--- src/design/oept_pkg.sv ---
// ----------------------------------------------------------------------------
// Oscillation extremum phase tracker package
// Widths and constants for the phase tracker.
// ----------------------------------------------------------------------------
package oept_pkg;

	localparam int PITCH_W = 16;
	localparam int TIME_W  = 32;
	localparam int CFG_W   = 16;
	localparam int OUT_W   = 21;

	// Intermediate widths of the estimate datapath.
	localparam int X_W     = PITCH_W + 2;
	localparam int D_W     = PITCH_W + 1;
	localparam int PROD_W  = X_W + CFG_W + 1;
	localparam int MAG_W   = PROD_W - 1;
	localparam int DVD_W   = MAG_W + 2;
	localparam int DIV_W   = D_W + 1;
	localparam int QUO_W   = OUT_W;
	localparam int CNT_W   = $clog2(QUO_W);

	// Guard time is ceil(period / 3), taken as floor((period + 2) * RECIP >> SHIFT).
	localparam int GUARD_SHIFT = 17;
	localparam logic [CFG_W-1:0] GUARD_RECIP = 16'd43691;
	localparam int GUARD_PROD_W = CFG_W + 1 + CFG_W;

	localparam logic [CFG_W-1:0] PERIOD_RESET = 16'd10000;
	localparam logic [CFG_W-1:0] SETTLE_RESET = 16'd500;
	localparam logic [CFG_W-1:0] GUARD_RESET  = 16'd3334;

	localparam logic [OUT_W-1:0] EST_MAX  = 21'h0F_FFFF;
	localparam logic [OUT_W-1:0] EST_MIN  = 21'h10_0000;
	localparam logic [OUT_W-1:0] EST_NONE = 21'h1F_FFFF;

	localparam int ADDR_W = 3;
	localparam logic REG_PERIOD = 1'b0;
	localparam logic REG_SETTLE = 1'b1;

endpackage

--- src/design/oscillation_extremum_phase_tracker.sv ---
// ----------------------------------------------------------------------------
// Oscillation extremum phase tracker
// Tracks alternate pitch minima and maxima and estimates the time until the
// next maximum from a triangular model of the oscillation.
// ----------------------------------------------------------------------------
// Each input item carries a pitch sample and its millisecond timestamp. The
// block updates its running extremum, locks it when both the guard time and
// the settle time have passed, and returns one result item per input item:
// the estimated time to the next maximum, its validity, the search direction
// and both locked extremes.
// An item passes from its acceptance through an update step, four set-up
// steps around one 17 by 18 bit multiplier, 21 steps of a restoring
// divider, one quotient bit per cycle, and the output step. When no
// estimate can be made the divider is skipped. The next item is accepted
// only after the result of the last one is offered, so the block does not
// take a new item while one is being worked on.
// in_stall is high while an item is being worked on. A finished result waits
// in the output register while out_stall is high; a new item may be accepted
// meanwhile, but its result waits until the previous one has been taken.
// The two configuration registers are written through the APB-style port at
// byte addresses 0 and 4. Reset leaves the period at 10000 ms, the settle
// time at 500 ms, the search set to look for a minimum and all extremes clear.
// ----------------------------------------------------------------------------
module oscillation_extremum_phase_tracker
	import oept_pkg::*;
(
	input  logic                     clk,
	input  logic                     arst_n,

	input  logic                     psel,
	input  logic                     penable,
	input  logic                     pwrite,
	input  logic [ADDR_W-1:0]        paddr,
	input  logic [31:0]              pwdata,
	output logic [31:0]              prdata,
	output logic                     pready,

	input  logic                     in_valid,
	output logic                     in_stall,
	input  logic signed [PITCH_W-1:0] pitch,
	input  logic [TIME_W-1:0]        now_ms,

	output logic                     out_valid,
	input  logic                     out_stall,
	output logic signed [OUT_W-1:0]  time_to_max_ms,
	output logic                     estimate_valid,
	output logic                     pitching_backward,
	output logic signed [PITCH_W-1:0] locked_min,
	output logic signed [PITCH_W-1:0] locked_max
);

	typedef enum logic [2:0] {
		S_IDLE,
		S_UPD,
		S_OPS,
		S_MUL,
		S_PREP,
		S_CHK,
		S_DIV,
		S_DONE
	} state_t;

	state_t state_q;

	logic [CFG_W-1:0] period_q;
	logic [CFG_W-1:0] settle_q;
	logic [CFG_W-1:0] guard_q;

	logic signed [PITCH_W-1:0] pitch_q;
	logic [TIME_W-1:0]         now_q;

	logic                      seek_min_q;
	logic signed [PITCH_W-1:0] run_q;
	logic signed [PITCH_W-1:0] held_min_q;
	logic signed [PITCH_W-1:0] held_max_q;
	logic [TIME_W-1:0]         min_stamp_q;
	logic [TIME_W-1:0]         max_stamp_q;
	logic                      min_seen_q;
	logic                      max_seen_q;

	logic signed [X_W-1:0]     x_q;
	logic signed [D_W-1:0]     d_q;
	logic                      est_ok_q;
	logic signed [PROD_W-1:0]  prod_q;
	logic                      neg_q;
	logic [DVD_W-1:0]          dvd_q;
	logic [DIV_W-1:0]          divisor_q;
	logic                      ovf_q;
	logic [DIV_W-1:0]          rem_q;
	logic [QUO_W-1:0]          quo_q;
	logic [CNT_W-1:0]          cnt_q;

	logic cfg_wr;
	logic [GUARD_PROD_W-1:0] guard_prod;
	logic [TIME_W-1:0] since_min;
	logic [TIME_W-1:0] since_max;
	logic lock_min;
	logic lock_max;
	logic signed [X_W-1:0] hmax_x;
	logic signed [X_W-1:0] hmin_x;
	logic signed [X_W-1:0] p_x;
	logic signed [X_W-1:0] x_next;
	logic signed [D_W-1:0] d_next;
	logic [MAG_W-1:0] n_mag;
	logic [D_W-2:0] d_mag;
	logic [DIV_W:0] div_trial;
	logic div_ge;
	logic [DIV_W:0] div_diff;
	logic [QUO_W-1:0] quo_lim;
	logic [OUT_W-1:0] est;
	logic out_free;

	assign pready = 1'b1;
	assign cfg_wr = psel & penable & pwrite;
	assign guard_prod = ({1'b0, pwdata[CFG_W-1:0]} + (CFG_W+1)'(2)) * GUARD_RECIP;

	always_comb begin
		case (paddr[2])
			REG_PERIOD: prdata = {{(32-CFG_W){1'b0}}, period_q};
			REG_SETTLE: prdata = {{(32-CFG_W){1'b0}}, settle_q};
			default:    prdata = '0;
		endcase
	end

	always_ff @(posedge clk or negedge arst_n) begin
		if (!arst_n) begin
			period_q <= PERIOD_RESET;
			settle_q <= SETTLE_RESET;
			guard_q  <= GUARD_RESET;
		end else if (cfg_wr) begin
			if (paddr[2] == REG_PERIOD) begin
				period_q <= pwdata[CFG_W-1:0];
				guard_q  <= guard_prod[GUARD_SHIFT +: CFG_W];
			end else begin
				settle_q <= pwdata[CFG_W-1:0];
			end
		end
	end

	assign in_stall = (state_q != S_IDLE);
	assign out_free = !out_valid || !out_stall;

	assign since_min = now_q - min_stamp_q;
	assign since_max = now_q - max_stamp_q;
	assign lock_min = (since_max >= {{(TIME_W-CFG_W){1'b0}}, guard_q}) &&
		(since_min >= {{(TIME_W-CFG_W){1'b0}}, settle_q});
	assign lock_max = (since_min >= {{(TIME_W-CFG_W){1'b0}}, guard_q}) &&
		(since_max >= {{(TIME_W-CFG_W){1'b0}}, settle_q});

	assign hmax_x = X_W'(held_max_q);
	assign hmin_x = X_W'(held_min_q);
	assign p_x    = X_W'(pitch_q);
	assign x_next = seek_min_q ? (hmax_x - (hmin_x <<< 1) + p_x) : (hmax_x - p_x);
	assign d_next = D_W'(held_max_q) - D_W'(held_min_q);

	assign n_mag = prod_q[PROD_W-1] ? MAG_W'(-prod_q) : MAG_W'(prod_q);
	assign d_mag = d_q[D_W-1] ? (D_W-1)'(-d_q) : (D_W-1)'(d_q);

	assign div_trial = {rem_q, quo_q[QUO_W-1]};
	assign div_ge    = div_trial >= {1'b0, divisor_q};
	assign div_diff  = div_trial - {1'b0, divisor_q};

	assign quo_lim = neg_q ? EST_MIN : EST_MAX;

	always_comb begin
		if (!est_ok_q) begin
			est = EST_NONE;
		end else if (ovf_q || (quo_q > quo_lim)) begin
			est = neg_q ? EST_MIN : EST_MAX;
		end else begin
			est = neg_q ? (~quo_q + 1'b1) : quo_q;
		end
	end

	always_ff @(posedge clk or negedge arst_n) begin
		if (!arst_n) begin
			state_q           <= S_IDLE;
			pitch_q           <= '0;
			now_q             <= '0;
			seek_min_q        <= 1'b1;
			run_q             <= '0;
			held_min_q        <= '0;
			held_max_q        <= '0;
			min_stamp_q       <= '0;
			max_stamp_q       <= '0;
			min_seen_q        <= 1'b0;
			max_seen_q        <= 1'b0;
			x_q               <= '0;
			d_q               <= '0;
			est_ok_q          <= 1'b0;
			prod_q            <= '0;
			neg_q             <= 1'b0;
			dvd_q             <= '0;
			divisor_q         <= '0;
			ovf_q             <= 1'b0;
			rem_q             <= '0;
			quo_q             <= '0;
			out_valid         <= 1'b0;
			time_to_max_ms    <= '0;
			estimate_valid    <= 1'b0;
			pitching_backward <= 1'b0;
			locked_min        <= '0;
			locked_max        <= '0;
			cnt_q             <= '0;
		end else begin
			if (out_valid && !out_stall && (state_q != S_DONE)) begin
				out_valid <= 1'b0;
			end
			case (state_q)
				S_IDLE: begin
					if (in_valid) begin
						pitch_q <= pitch;
						now_q   <= now_ms;
						state_q <= S_UPD;
					end
				end
				S_UPD: begin
					if (seek_min_q) begin
						if (pitch_q < run_q) begin
							run_q       <= pitch_q;
							min_stamp_q <= now_q;
							min_seen_q  <= 1'b1;
						end else if (lock_min) begin
							held_min_q <= run_q;
							seek_min_q <= 1'b0;
						end
					end else begin
						if (pitch_q > run_q) begin
							run_q       <= pitch_q;
							max_stamp_q <= now_q;
							max_seen_q  <= 1'b1;
						end else if (lock_max) begin
							held_max_q <= run_q;
							seek_min_q <= 1'b1;
						end
					end
					state_q <= S_OPS;
				end
				S_OPS: begin
					x_q      <= x_next;
					d_q      <= d_next;
					est_ok_q <= min_seen_q && max_seen_q && (held_max_q != held_min_q);
					state_q  <= S_MUL;
				end
				S_MUL: begin
					prod_q  <= $signed({1'b0, period_q}) * x_q;
					state_q <= S_PREP;
				end
				S_PREP: begin
					neg_q     <= prod_q[PROD_W-1] ^ d_q[D_W-1];
					dvd_q     <= {1'b0, n_mag, 1'b0} + DVD_W'({d_mag, 1'b0});
					divisor_q <= {d_mag, 2'b00};
					state_q   <= S_CHK;
				end
				S_CHK: begin
					ovf_q   <= ({3'b000, dvd_q} >= {divisor_q, {QUO_W{1'b0}}});
					rem_q   <= DIV_W'(dvd_q[DVD_W-1:QUO_W]);
					quo_q   <= dvd_q[QUO_W-1:0];
					cnt_q   <= CNT_W'(QUO_W - 1);
					state_q <= est_ok_q ? S_DIV : S_DONE;
				end
				S_DIV: begin
					rem_q <= div_ge ? div_diff[DIV_W-1:0] : div_trial[DIV_W-1:0];
					quo_q <= {quo_q[QUO_W-2:0], div_ge};
					if (cnt_q == '0) begin
						state_q <= S_DONE;
					end else begin
						cnt_q <= cnt_q - 1'b1;
					end
				end
				S_DONE: begin
					if (out_free) begin
						out_valid         <= 1'b1;
						time_to_max_ms    <= est;
						estimate_valid    <= est_ok_q;
						pitching_backward <= seek_min_q;
						locked_min        <= held_min_q;
						locked_max        <= held_max_q;
						state_q           <= S_IDLE;
					end
				end
				default: begin
					state_q <= S_IDLE;
				end
			endcase
		end
	end

endmodule

--- config.mk ---
export PLATFORM = sky130hd
export DESIGN_NAME = oscillation_extremum_phase_tracker
export DESIGN_NICKNAME = d
export VERILOG_FILES = /design/src/design/oept_pkg.sv /design/src/design/oscillation_extremum_phase_tracker.sv
export SDC_FILE = /design/constraint.sdc
export NUM_CORES = 2
export LEC_CHECK = 0
export ABC_CLOCK_PERIOD_IN_PS = 13700
export BUFFER_PORTS_ARGS = -buffer_cell sky130_fd_sc_hd__buf_2
export CORE_MARGIN = 2
export CORE_UTILIZATION = 60
export DETAILED_ROUTE_END_ITERATION = 10
export PLACE_DENSITY = 0.78
export SYNTH_ARGS = -nofsm -noshare
export SYNTH_HDL_FRONTEND = slang
export SYNTH_SLANG_ARGS = --single-unit
export TNS_END_PERCENT = 30
--- constraint.sdc ---
create_clock -name clk -period 13.7 [get_ports clk]
set_input_delay 2.055 -clock clk [delete_from_list [all_inputs] [get_ports clk]]
set_output_delay 2.055 -clock clk [all_outputs]
set_load 0.02 [all_outputs]
Yosys cells after proc, flatten, opt, wreduce, memory -nomap -nowiden
Cells that the tools add are included.

cells by class
  add/sub/neg operators = 13
  multiply operators = 2
  magnitude comparators = 9
  eq/ne operators = 14
  mux-type cells = 29
  bitwise gates (word level) = 8
  reductions and logical operators = 26

operator list
  operator                number
  $ge 32x16->1            4
  $mux 21                 4
  $mux 16                 4
  $pmux 32 s2             1
  $sub 32x32->32          2
  $pmux 21 s2             1
  $ge 36x39->1            1
  $add 35x17->36          1
  $mux 18                 2
  $pmux 18 s2             1
  $mul 17x18->35          1
  $mux 34                 1
  $neg 34->34             1
  $sub 16x16->17          2
  $mul 17x16->33 const B  1
  $pmux 3 s8              1
  $add 21x1->21 const B   1
  $gt 21x21->1            1
  $not 21->21             1
  $ge 19x18->1            1
  $add 18x16->18          1
  $sub 16x17->18          1
  $sub 18x18->18          1
  $add 16x2->17 const B   1
  other kinds (28)        65

storage, ports and cells
  register bits after elaboration = 439
  bits of input ports = 90
  logic and storage cells = 132

Logic depth before layout (Yosys ltp)
  depth after elaboration = 6
  mapped depth = 29
  depth with buffers taken out = 29

Worst setup path after synthesis
Ideal clock, no wire load.

  kind = input -> register
  start = input pwdata[8]
  end = register guard_q[14]
  library setup time = 0.134 ns
  arrival = 8.233 ns
  path slack = 5.333 ns
  stages on the path = 29
  buffers on the path = 1
  cells stage by stage = clkbuf_1 -> and3_1 -> nand4_1 -> xor2_1 -> inv_1 -> ha_1 -> inv_1 -> nor2_1 -> nor2_1 -> fa_1 -> inv_1 -> fa_1 -> inv_1 -> fa_1 -> inv_1 -> fa_1 -> inv_1 -> ha_1 -> a211oi_1 -> o21ai_0 -> or3_1 -> a211oi_1 -> nor3_1 -> nor2_1 -> nor3_1 -> o31a_1 -> a311oi_1 -> xor2_1 -> o21ai_0

on the way
  cells in the longest elaborated chain, start to end = 2

ends and longest elaborated chain
  element               line                                       text
  from (decl)           oscillation_extremum_phase_tracker.sv:34   input logic [31:0] pwdata,
  $add 16x2->17         oscillation_extremum_phase_tracker.sv:115  assign guard_prod = ({1'b0, pwdata[CFG_W-1:0]} + (CFG_W+1)'(2)) * GUARD_RECIP;
  $mul 17x16->33        oscillation_extremum_phase_tracker.sv:115
  to (signal assigned)  oscillation_extremum_phase_tracker.sv:133  guard_q <= guard_prod[GUARD_SHIFT +: CFG_W];
  to (decl)             oscillation_extremum_phase_tracker.sv:67   logic [CFG_W-1:0] guard_q;

No other way between the ends.
A chain may end at the register's enable or synchronous reset.

Worst setup path in the final report
  start = input pwdata[4]
  end = register guard_q[14]

Same word-level chain as after synthesis.

==> results.env <==
WORST_SLEW_PIN_SLEW_NS=1.25
COMPOUND_GATE_FRACTION_OF_SYNTH_AREA_PCT=13.8
SYNTH_TOP_CELL_AREA_SHARE_PCT=23.3
DRTPASS1ITERATIONS=5
CRITPATHCAPTURE='guard_q[14]'
FLOORPLAN.CORE_AREA_UM2=74600
ROUTE.DETAILED.DRC=0
INITIAL_CORE_UTIL_PCT=60.7
CRITICAL_PATH.STARTPOINT='pwdata[4]'
POST_CTS_RESIZED=0
FILLERINSTANCES=6017
WL_MET1_UM=45800
DESIGN.PORTCOUNT=180
GR_UTIL_ALL_LAYERS_PCT=28.6
GRT_FIRST_PASS_WIRELENGTH_UM=181000
FIRST_GLOBAL_VIAS=35600
POST_SYNTH_INSTANCE_AREA_UM2=45300
TIMING_WORST_SETUP_PATH_TYPE='input port to flip-flop'
POST_SYNTH_FA_HA_MAJ_AREA_FRACTION_PCT=30.7
SYNTH-SIMPLE-AREA-SHARE_PCT=13.2
PLACEMENTROWS=100
CLK_PATH_BUF_DEPTH=3
CAP_VIOL_MAX_COUNT=0
CTS_SINKS=438
CLK_TRANSITION_REPORTED_PATHS_NS=0.06
SYNTH-EDFF-COUNT=0
MET3WIRELENGTH_UM=5340
DRT_ITER0_DRC=1988
LEADING_CELL_TYPES_IN_THE_LAYOUT_FILL_AND_TAPS_EXCLUDED='sky130_fd_sc_hd__inv_1, sky130_fd_sc_hd__nand2_1, sky130_fd_sc_hd__ha_1'
POSTSYNTHCELLCOUNT=4961
SYNTH_XOR_XNOR_AREA_SHARE_PCT=5.13
CTS_POST_SETUP_BUFFERS_INSERTED=0
CRITPATHMAXFANOUT=6
FINAL_COMMON_CELL='sky130_fd_sc_hd__inv_1'
LAYOUT_WORST_PATH_CYCLE_SHARE_PCT=65.3
GRT_OVERFLOW_TOTAL=0
POST_SYNTH_MUX_AREA_SHARE_PCT=4.58
SYNTH.LARGEST_AREA_CELL='sky130_fd_sc_hd__dfrtp_1'
SYNTH_TOP_FAMILY_BY_AREA='adder cells'
CTS_TREE='built'
TIMING.CRITICAL_PATH.ARRIVAL_NS=9.40
FLOORPLAN.DIE.HEIGHT_UM=279
ROUTED-VIA-COUNT=35000
SETUP_VIOLATIONS=0
TIMING.FINAL.HOLD_VIOLATIONS=0
ACHIEVABLE-FREQUENCY_GHz=0.112
CLASS_OF_THE_WORST_HOLD_PATH='flip-flop to flip-flop'
CTS.HOLD.BUFFERS_ADDED=0
END_KIND='flip-flop'
CLOCK_SKEW_NS=0.0355
SHARE_OF_SYNTHESIZED_REGISTERS_CARRYING_AN_ASYNC_SET_OR_RESET_PCT=100
NUMCTSBUFFERS=51
MAXSLEWVIOLCOUNT=0
LAYOUT-DRIVE-GT1-SHARE_PCT=9.47
SYNTH.YOSYS.SEQ_AREA_SHARE_PCT=24.2
ANTENNA_VIOLATIONS_BEFORE_REPAIR=2
REGAREA_UM2=11000
POSTROUTEWIRELENGTH_UM=109000
GP_CONGESTION=0.941
REG2REGPATHDEPTH=22
OUTCOME='complete, no violations'
CRITICAL_PATH_REQUIRED_NS=14.16
LATER_PIN_CLOCK_LATENCY_IN_THE_SKEW_REPORT_NS=0.63
ANTENNA_VIOLATING_NETS_LEFT=0
SYNTHTOLAYOUTAREAGROWTH_PCT=7.07
WL_PER_CELL_UM=18.2
YOSYS_WARNINGS=0
FIN_SETUP_TNS_NS=0
DIE-AREA_UM2=77700
DIE_WIDTH_UM=279
TIMING.HOLD.WS_NS=0.476
NNETSFINAL=5983
YOSYSUNIQUECELLTYPES=101
DOMINANTREGCELLSYNTH='sky130_fd_sc_hd__dfrtp_1'
REG2REG_SETUP_SLACK_NS=6.47
AVGVIACOUNTPERCELL=5.80
NUMPORTBUFFERS=144
DP.FINAL_HPWL_UM=85700
SLEW_HEADROOM_PCT=16.7
WORSTREG2REGEND='prod_q[34]'
CTS_MAX_LEVEL=2
SYNTH.AREA.TOP_CELLS='sky130_fd_sc_hd__dfrtp_1, sky130_fd_sc_hd__fa_1, sky130_fd_sc_hd__ha_1'
HIGHEST_LAYER='met5'
MULTI_INPUT_AREA_UM2=30600
START_KIND='input port'
INSERTEDDIODECOUNT=0
CTS.ROOT.BUFFER_CELL='sky130_fd_sc_hd__clkbuf_16'
UNREPAIRED_SETUP_ENDPOINTS_AFTER_GLOBAL_ROUTING='no'
FINAL.MIN_CLOCK_PERIOD_NS=8.94
GRT_MAX_DEGREE=107
POST_SYNTH.CELL_AREA_AVG_UM2=9.13
POSTSYNTHREGISTERBITS=438
WL_MET2_UM=53900
R2R-START='x_q[5]'
-- layout make-up --
type                    instances  share of cell area, %
flip-flops and latches        438                   22.6
clock inverters                31                  0.681
clock buffers                  63                   2.91
multi-input cells            3558                   63.1
inverters                     795                   6.15
well taps                     969                   2.50
repair buffers                173                   1.96
-- flip-flops by register name (all words and copies together) (netlist names), 5 cells and up --
name and count:
rem_q 18, settle_q 16, pitch_q 16, locked_max 16
time_to_max_ms 21, run_q 16, now_q 32, divisor_q 16
held_max_q 16, x_q 18, quo_q 21, held_min_q 16
dvd_q 35, locked_min 16, guard_q 16, d_q 17
prod_q 35, min_stamp_q 32, max_stamp_q 32, cnt_q 5
period_q 16
-- logic make-up (layout without fill, tap and decap cells) --
kind of cell / after synthesis / after routing
mux: 190 / 190
simple gates: 1239 / 1239
xor+xnor: 265 / 265
buf+inv: 980 / 1062
compound gates: 971 / 971
flops: 438 / 438
other cells: 2 / 17
fa+ha+maj: 876 / 876
-- through the flow --
stage	setup slack [ns]	util [%]	cell area (um^2)	std cells
after floorplan	5.33	-	45300	4976
after global placement	4.24	62.7	46700	5933
after detailed placement	4.13	62.7	46700	5933
after CTS	4.74	65.0	48500	6027
after global routing	4.29	65.0	48500	6027
final	4.76	65.0	48500	6027
-- how the worst min path moves through the flow --
stage | slack [ns] | from | to | cells past startpoint
after floorplan | 0.43 | max_seen_q | max_seen_q | 1
after global placement | 0.45 | max_seen_q | max_seen_q | 1
after detailed placement | 0.46 | max_seen_q | max_seen_q | 1
after CTS | 0.48 | min_seen_q | min_seen_q | 1
after global routing | 0.50 | min_seen_q | min_seen_q | 1
final | 0.48 | locked_max[1] | locked_max[1] | 2
-- critical path, stage by stage --
cell and delay (ns):
sky130_fd_sc_hd__buf_2 0.15, sky130_fd_sc_hd__nand3_1 0.12, sky130_fd_sc_hd__nor3_1 0.47, sky130_fd_sc_hd__nand2_1 0.13
sky130_fd_sc_hd__xor2_1 0.57, sky130_fd_sc_hd__inv_1 0.23, sky130_fd_sc_hd__ha_1 0.40, sky130_fd_sc_hd__and2_1 0.18
sky130_fd_sc_hd__nor2_1 0.18, sky130_fd_sc_hd__fa_1 0.46, sky130_fd_sc_hd__fa_1 0.48, sky130_fd_sc_hd__fa_1 0.55
sky130_fd_sc_hd__inv_1 0.05, sky130_fd_sc_hd__fa_1 0.54, sky130_fd_sc_hd__inv_1 0.04, sky130_fd_sc_hd__ha_1 0.30
sky130_fd_sc_hd__o21ai_0 0.16, sky130_fd_sc_hd__o21ai_0 0.11, sky130_fd_sc_hd__or3_1 0.33, sky130_fd_sc_hd__a211oi_1 0.41
sky130_fd_sc_hd__nor3_1 0.17, sky130_fd_sc_hd__nor2_1 0.24, sky130_fd_sc_hd__nor3_1 0.13, sky130_fd_sc_hd__o31a_1 0.37
sky130_fd_sc_hd__a311oi_1 0.32, sky130_fd_sc_hd__xor2_1 0.16, sky130_fd_sc_hd__o21ai_0 0.08
-- synth_stat cells, drive strengths merged (53+ instances only) --
cell type and instances:
a211oi 55, o21ai 319, and2 138, mux2 133, dfrtp 421, clkbuf 155
a21o 76, nand3 53, xor2 89, nor3 57, fa 391, xnor2 176
ha 485, nand2 546, mux2i 57, nor2 176, a21oi 203, inv 795
-- layer usage --
| metal | up-vias | global-route usage [%] |
|---|---|---|
| li1 | 16600 | - |
| met1 | 17200 | 36.3 |
| met2 | 912 | 50.1 |
| met3 | 256 | 3.25 |
| met4 | 2 | 11.0 |
| met5 | - | 0 |
Power is not shown: default switching activity piles up to over one toggle a cycle in this logic, so the estimate is an artifact.
